**config.mk**
```make
export PLATFORM = sky130hd
export DESIGN_NAME = sbus_frame_decoder_top
export DESIGN_NICKNAME = d
export VERILOG_FILES = /design/src/design/sbusfd_pkg.sv /design/src/design/sbusfd_emitter.sv /design/src/design/sbus_frame_decoder_top.sv
export SDC_FILE = /design/constraint.sdc
export NUM_CORES = 1
export LEC_CHECK = 0
export ABC_CLOCK_PERIOD_IN_PS = 20600
export BUFFER_PORTS_ARGS = -buffer_cell sky130_fd_sc_hd__buf_2
export CAP_MARGIN = 20
export CORE_ASPECT_RATIO = 1.4
export CORE_UTILIZATION = 60
export CTS_CLUSTER_SIZE = 30
export DETAILED_ROUTE_END_ITERATION = 8
export PLACE_DENSITY = 0.75
export SKIP_LAST_GASP = 1
export SYNTH_ARGS = -nofsm -noshare
export SYNTH_HDL_FRONTEND = slang
export SYNTH_HIERARCHICAL = 1
export SYNTH_SLANG_ARGS = --single-unit
```
**constraint.sdc**
```tcl
create_clock -name aclk -period 20.6 [get_ports aclk]
set_input_delay 4.12 -clock aclk [delete_from_list [all_inputs] [get_ports aclk]]
set_output_delay 4.12 -clock aclk [all_outputs]
set_load 0.02 [all_outputs]
```
**src/design/sbusfd_pkg.sv**
```systemverilog
// Shared constants and types for the SBUS frame decoder.
// No dependencies; imported by sbusfd_emitter, sbus_frame_decoder_top and the bench.
package sbusfd_pkg;

    localparam logic [7:0]  START_BYTE    = 8'h0F;
    localparam logic [7:0]  END_BYTE      = 8'h00;
    localparam int          CHAN_W        = 11;
    localparam int          PROP_CHANNELS = 16;
    localparam int          DATA_BYTES    = 22;
    localparam int          DATA_BITS     = DATA_BYTES * 8;
    localparam int          STORE_BITS    = DATA_BITS + 8;
    localparam logic [10:0] DIGITAL_ON    = 11'h7FF;
    localparam logic [4:0]  LAST_POS      = 5'd24;
    localparam logic [4:0]  IDX_DIG0      = 5'd16;
    localparam logic [4:0]  IDX_DIG1      = 5'd17;

    // Flag byte bit positions
    localparam int FLAG_DIG0 = 0;
    localparam int FLAG_DIG1 = 1;
    localparam int FLAG_LOST = 2;
    localparam int FLAG_FS   = 3;

    // Hand-over of a completed frame to the result stage
    typedef struct packed {
        logic                 valid;
        logic                 bad;
        logic [DATA_BITS-1:0] chan_data;
        logic [1:0]           digital;
        logic                 failsafe;
        logic                 frame_lost;
        logic [7:0]           lost_count;
        logic [7:0]           error_count;
    } frame_load_t;

endpackage

```
**src/design/sbusfd_emitter.sv**
```systemverilog
// Result stage: holds one decoded frame and plays out its results one transfer at a time.
// Depends on sbusfd_pkg.
module sbusfd_emitter
    import sbusfd_pkg::*;
(
    input  logic        aclk,
    input  logic        aresetn,
    input  frame_load_t load,
    output logic        m_tvalid,
    input  logic        m_tready,
    output logic [39:0] m_tdata,  // index[4:0], value[15:5], failsafe[16], lost[17],
                                  // lost_count[25:18], error_count[33:26], zero[39:34]
    output logic [0:0]  m_tuser,  // frame_status
    output logic        m_tlast
);

    logic                 busy_reg;
    logic                 bad_reg;
    logic [4:0]           idx_reg;
    logic [DATA_BITS-1:0] chan_reg;
    logic [1:0]           dig_reg;
    logic                 fs_reg;
    logic                 lostf_reg;
    logic [7:0]           lc_reg;
    logic [7:0]           ec_reg;
    logic [CHAN_W-1:0]    value;
    logic                 last;
    logic                 take;

    assign last = bad_reg || (idx_reg == IDX_DIG1);
    assign take = busy_reg && m_tready;

    always_comb begin
        priority if (bad_reg) begin
            value = '0;
        end else if (idx_reg == IDX_DIG0) begin
            value = dig_reg[0] ? DIGITAL_ON : '0;
        end else if (idx_reg == IDX_DIG1) begin
            value = dig_reg[1] ? DIGITAL_ON : '0;
        end else begin
            value = chan_reg[CHAN_W-1:0];
        end
    end

    always_ff @(posedge aclk) begin
        if (!aresetn) begin
            busy_reg <= 1'b0;
        end else if (load.valid) begin
            busy_reg <= 1'b1;
        end else if (take && last) begin
            busy_reg <= 1'b0;
        end
    end

    always_ff @(posedge aclk) begin
        if (load.valid) begin
            bad_reg   <= load.bad;
            idx_reg   <= '0;
            chan_reg  <= load.chan_data;
            dig_reg   <= load.digital;
            fs_reg    <= load.failsafe;
            lostf_reg <= load.frame_lost;
            lc_reg    <= load.lost_count;
            ec_reg    <= load.error_count;
        end else if (take) begin
            idx_reg  <= idx_reg + 5'd1;
            // next channel moves to the bottom
            chan_reg <= {{CHAN_W{1'b0}}, chan_reg[DATA_BITS-1:CHAN_W]};
        end
    end

    assign m_tvalid = busy_reg;
    assign m_tlast  = last;
    assign m_tuser  = bad_reg;
    assign m_tdata  = {6'b0, ec_reg, lc_reg, lostf_reg, fs_reg, value, idx_reg};

endmodule

```
**src/design/sbus_frame_decoder_top.sv**
```systemverilog
// SBUS frame decoder: one received byte per transfer in, channel results out.
// The result burst starts in the cycle after the end byte is accepted; a good frame gives
// 18 results, a bad one a single result. Throughput: one byte per cycle, except that the
// end byte waits while the previous frame's results are still draining.
// Reset (aresetn low, synchronous) clears frame position, both counts and the result stage.
// Depends on sbusfd_pkg and sbusfd_emitter.
module sbus_frame_decoder_top
    import sbusfd_pkg::*;
(
    input  logic        aclk,
    input  logic        aresetn,
    input  logic        s_tvalid,
    output logic        s_tready,
    input  logic [7:0]  s_tdata,   // rx_byte[7:0]
    output logic        m_tvalid,
    input  logic        m_tready,
    output logic [39:0] m_tdata,   // channel_index[4:0], channel_value[15:5],
                                   // failsafe_flag[16], frame_lost_flag[17],
                                   // lost_count[25:18], error_count[33:26], zero[39:34]
    output logic [0:0]  m_tuser,   // frame_status
    output logic        m_tlast    // last_of_frame
);

    logic [4:0]            pos_reg;
    logic [STORE_BITS-1:0] frame_reg;   // bytes 1..23, byte 1 lowest once complete
    logic [7:0]            err_reg;
    logic [7:0]            lost_reg;
    logic                  accept;
    logic                  at_end;
    logic                  bad;
    logic [7:0]            flags;
    logic                  lost_hit;
    logic [7:0]            err_next;
    logic [7:0]            lost_next;
    frame_load_t           load;

    assign at_end   = (pos_reg == LAST_POS);
    // the end byte must wait for the result stage to empty
    assign s_tready = !at_end || !m_tvalid;
    assign accept   = s_tvalid && s_tready;

    assign bad       = (s_tdata != END_BYTE);
    assign flags     = frame_reg[STORE_BITS-1:DATA_BITS];
    assign lost_hit  = !bad && flags[FLAG_LOST];
    assign err_next  = err_reg + {7'd0, bad};
    assign lost_next = lost_reg + {7'd0, lost_hit};

    always_comb begin
        load.valid       = accept && at_end;
        load.bad         = bad;
        load.chan_data   = frame_reg[DATA_BITS-1:0];
        load.digital     = {flags[FLAG_DIG1], flags[FLAG_DIG0]};
        load.failsafe    = !bad && flags[FLAG_FS];
        load.frame_lost  = lost_hit;
        load.lost_count  = lost_next;
        load.error_count = err_next;
    end

    always_ff @(posedge aclk) begin
        if (!aresetn) begin
            pos_reg  <= '0;
            err_reg  <= '0;
            lost_reg <= '0;
        end else if (accept) begin
            priority if (pos_reg == 5'd0) begin
                if (s_tdata == START_BYTE) begin
                    pos_reg <= 5'd1;
                end
            end else if (!at_end) begin
                pos_reg <= pos_reg + 5'd1;
            end else begin
                pos_reg  <= '0;
                err_reg  <= err_next;
                lost_reg <= lost_next;
            end
        end
    end

    // start byte is not kept; data bytes shift in from the top
    always_ff @(posedge aclk) begin
        if (accept && (pos_reg != 5'd0) && !at_end) begin
            frame_reg <= {s_tdata, frame_reg[STORE_BITS-1:8]};
        end
    end

    sbusfd_emitter u_emitter (
        .aclk     (aclk),
        .aresetn  (aresetn),
        .load     (load),
        .m_tvalid (m_tvalid),
        .m_tready (m_tready),
        .m_tdata  (m_tdata),
        .m_tuser  (m_tuser),
        .m_tlast  (m_tlast)
    );

`ifndef SYNTHESIS
    a_no_overwrite: assert property (@(posedge aclk) disable iff (!aresetn)
        load.valid |-> !m_tvalid)
        else $error("frame loaded while results still pending");

    a_pos_range: assert property (@(posedge aclk) disable iff (!aresetn)
        pos_reg <= LAST_POS)
        else $error("byte position out of range");

    a_bad_single: assert property (@(posedge aclk) disable iff (!aresetn)
        (m_tvalid && m_tuser[0]) |-> m_tlast)
        else $error("bad frame result not marked last");

    a_burst_ends: assert property (@(posedge aclk) disable iff (!aresetn)
        (m_tvalid && m_tready && m_tlast) |=> !m_tvalid)
        else $error("result stage still busy after last transfer");
`endif

endmodule

```
==> flow_summary.ini <==
[clock_network]
clkTransAtPathRegs_ns = 0.06
clock_tree_from_tritoncts = yes
clock_tree.buffer_depth = 3
post_cts_resize_count = 0
skew_pair_late_insertion_delay_ns = 0.52
cts-htree-levels = 2
cts_setup_buffers = 0
cts_made_buffers = 38
postCtsHoldBufs = 0
clk_root_buf = sky130_fd_sc_hd__clkbuf_16
cts_num_sinks = 408

[die]
die_area_sq_mm = 0.0264
start_util_pct = 61.0
fp.dieH_um = 192
floorplan.io_pins = 56
fp.coreArea_sq_mm = 0.0253
die_w_um = 138
fp-row-count = 69

[route]
postRouteWirelength_um = 23100
highest-signal-layer = met4
detailroute.wirelength.met3_um = 785
remaining_drc_errors = 0
drt.antenna.violating_nets = 0
met1Wirelength_um = 8540
starting_drt_drc_count = 577
wire_per_inst_um = 19.1
vias = 6847
drtPass1Iterations = 5
vias_per_cell = 5.66
amount_of_wire_on_met2_after_detailed_routing_um = 13200

[synth]
ys_warn_count = 6
postSynthCellCount = 804
synth_area_sq_mm = 0.0154
synth_flop_cell = sky130_fd_sc_hd__edfxtp_1
synth.lib_cells_used.distinct = 48
synth_edf_count = 381
postSynthRegisterBits = 408
async_flop_share_pct = 0
syn-mean-instance-area_sq_um = 19.2
synth_sequential_area_ratio_pct = 77.6

[power]
p_per_area_mw_per_mm2 = 92.8
ir_worst_vdd_mv = 0.0643
leakagePower_nw = 5.56

[layout]
layout_cells_excl_fill = 1210
num_antenna_cells = 0
largest_register_ff_count = 184
final_nets = 886
syn_to_final_growth_pct = 10.7
drive_above_1_share_pct = 33.3
final_instance_area_sq_mm = 0.0171

[sta]
timing.setup.tns_ns = 0
fin_crit_sh_pct = 37.0
relSlewSlack_pct = 30.5
final_count_of_hold_timing_violations = 0
max_freq_mhz = 131
tightest_slew_ns = 1.04
finalClockSkew_ns = 0.0203
fin_crit_ns = 7.63
timing.hold.ws_ns = 0.424
setup-violations-final = 0
setup_repair_after_global_routing_missed_its_margin = false
finalWorstSetupSlack_ns = 12.97
final_max_slew_viol_count = 0

[global_routing]
grt_pass1_wl_um = 35800
grt_overflow = 0
grt_antenna_before_repair = 0
largest_net_degree_at_the_start_of_global_routing = 189
grt_pass1_vias = 7058
grt.total_usage_pct = 17.9

[hold_path]
min_delay_path_depth = 0
worstHoldEndpoint = frame_reg[174]$_DFFE_PP_
min_path_type = flop to flop
launch_point_of_the_worst_hold_path = frame_reg[182]$_DFFE_PP_

[outcome]
result_of_the_run = complete, no violations

[worst_setup_path]
critical_path_required_ns = 20.76
critical_path.max_stage_delay_ns = 0.75
timing.reg2reg.setup_slack_ns = 16.07
crit-reg2reg-capture = u_emitter/chan_reg[127]$_DFFE_PP_
worstSetupEndpointType = flop
worst_path_max_delay_cell = sky130_fd_sc_hd__buf_4
timing.reg2reg.worst_path_depth = 10
cell_by_cell_trace_of_the_critical_path = buf_2 > nand2b_1 > or2_1 > inv_8 > inv_1 > nand2_4 > buf_4 > buf_4 > buf_16
cp.arrival_ns = 7.79
reg2reg_from = pos_reg[0]$_SDFFE_PN0P_
critical-path-top-cell-by-count = sky130_fd_sc_hd__buf_4
timing.setup.critical_path_class = primary input to flop
path_max_fanout = 132
cp-start-kind = primary input

[placed_design]
place.detailed.hpwl_um = 13600
placed_instance_area_sq_mm = 0.0158
number_of_port_buffers = 49
place.gp.congestion = 0.781
placement.setup.worst_slack_ns = 12.12
post-place-cells = 1143

[flow_run]
drv_cap = 0
metrics by stage:
step           power [W]  util (%)
5_1_grt          0.00163      67.5
3_3_place_gp    0.000919      62.6
3_5_place_dp    0.000920      62.6
4_1_cts          0.00160      67.4
6_report         0.00158      67.5
2_1_floorplan   0.000917         -
logic make-up (layout without fill, tap and decap cells):
| family | Yosys count | in the layout | synth area share, % |
|---|---|---|---|
| AND/OR/NAND/NOR | 107 | 107 | 3.83 |
| AO/OA/AOI/OAI | 40 | 40 | 1.86 |
| XOR/XNOR | 25 | 25 | 1.42 |
| other | 1 | 6 | 0.0243 |
| multiplexers | 166 | 166 | 12.1 |
| buffers and inverters | 48 | 130 | 2.40 |
| adder cells (fa/ha/maj) | 9 | 9 | 0.730 |
| flip-flops | 408 | 408 | 77.6 |
worst max-delay path by stage:
stage / start / endpoint / slack [ns] / depth (start not counted)
final: s_tvalid / u_emitter/chan_reg[127]$_DFFE_PP_ / 12.97 / 9
after detailed placement: s_tvalid / u_emitter/chan_reg[156]$_DFFE_PP_ / 12.12 / 8
after global placement: s_tvalid / u_emitter/chan_reg[142]$_DFFE_PP_ / 12.28 / 8
after floorplan: s_tvalid / pos_reg[2]$_SDFFE_PN0P_ / 10.76 / 3
after global routing: s_tvalid / u_emitter/chan_reg[143]$_DFFE_PP_ / 12.64 / 9
after CTS: s_tvalid / u_emitter/chan_reg[175]$_SDFFCE_PN0P_ / 12.66 / 8
cell usage after synthesis (2+ instances only):
master | count | area share (%)
sky130_fd_sc_hd__nand3_1 | 7 | 0.23
sky130_fd_sc_hd__buf_2 | 2 | 0.065
sky130_fd_sc_hd__a21oi_2 | 10 | 0.57
sky130_fd_sc_hd__xnor2_1 | 18 | 1.0
sky130_fd_sc_hd__nor2_1 | 18 | 0.44
sky130_fd_sc_hd__edfxtp_1 | 381 | 74
sky130_fd_sc_hd__xor2_1 | 7 | 0.40
sky130_fd_sc_hd__nand2_1 | 36 | 0.88
sky130_fd_sc_hd__and2_1 | 11 | 0.45
sky130_fd_sc_hd__buf_6 | 20 | 1.5
sky130_fd_sc_hd__mux2_2 | 165 | 12
sky130_fd_sc_hd__clkbuf_1 | 5 | 0.12
sky130_fd_sc_hd__a41oi_1 | 2 | 0.11
sky130_fd_sc_hd__a31oi_1 | 2 | 0.081
sky130_fd_sc_hd__or3_1 | 3 | 0.12
sky130_fd_sc_hd__or3_4 | 2 | 0.15
sky130_fd_sc_hd__nand2_2 | 2 | 0.081
sky130_fd_sc_hd__inv_1 | 10 | 0.24
sky130_fd_sc_hd__nor4_1 | 7 | 0.28
sky130_fd_sc_hd__and3_1 | 3 | 0.12
sky130_fd_sc_hd__ha_1 | 9 | 0.73
sky130_fd_sc_hd__a21oi_1 | 10 | 0.32
sky130_fd_sc_hd__nand3_4 | 2 | 0.23
sky130_fd_sc_hd__buf_4 | 9 | 0.44
sky130_fd_sc_hd__nand2b_1 | 3 | 0.12
sky130_fd_sc_hd__o21ai_0 | 5 | 0.16
sky130_fd_sc_hd__a311oi_1 | 3 | 0.17
sky130_fd_sc_hd__nor3_1 | 6 | 0.19
sky130_fd_sc_hd__dfxtp_1 | 27 | 3.5
critical path: cells and delay by family:
family / cells / cell delay, ns
simple gates: 3 / 0.97
buf+inv: 6 / 2.50
cell usage in the layout, fill, tap and decap left out, drive strengths merged, types with 2 or more instances in the layout:
| master | count |
|---|---|
| a21boi | 3 |
| a21oi | 20 |
| a311oi | 3 |
| a31oi | 2 |
| a41oi | 2 |
| and2 | 11 |
| and3 | 3 |
| buf | 54 |
| bufinv | 3 |
| clkbuf | 44 |
| clkinv | 17 |
| conb | 6 |
| dfxtp | 27 |
| edfxtp | 381 |
| ha | 9 |
| inv | 11 |
| mux2 | 165 |
| nand2 | 38 |
| nand2b | 3 |
| nand3 | 9 |
| nor2 | 18 |
| nor3 | 6 |
| nor4 | 7 |
| o21ai | 5 |
| or3 | 5 |
| xnor2 | 18 |
| xor2 | 7 |
report_power, final:
| group | internal (W) | total [W] | switching [W] |
|---|---|---|---|
| clock | 0.000399 | 0.000683 | 0.000284 |
| sequential | 0.000893 | 0.000894 | 0.000000807 |
| combinational | 0.00000237 | 0.00000802 | 0.00000565 |
per-layer routing:
metal / global-route usage (%) / up-vias
li1: - / 3205
met1: 20.6 / 3471
met2: 33.4 / 127
met3: 2.98 / 44
met4: 5.33 / 0
met5: 0 / -
final cells by class:
cell class / instances / area, sq um
Sequential cell: 408 / 12000
Fill cell: 1615 / 8210
Multi-Input combinational cell: 353 / 3120
Clock buffer: 44 / 1040
Tap cell: 319 / 399
Timing Repair Buffer: 54 / 315
Clock inverter: 22 / 190
Inverter: 10 / 45.0
No activity file was read; power rests on OpenSTA's default activity.
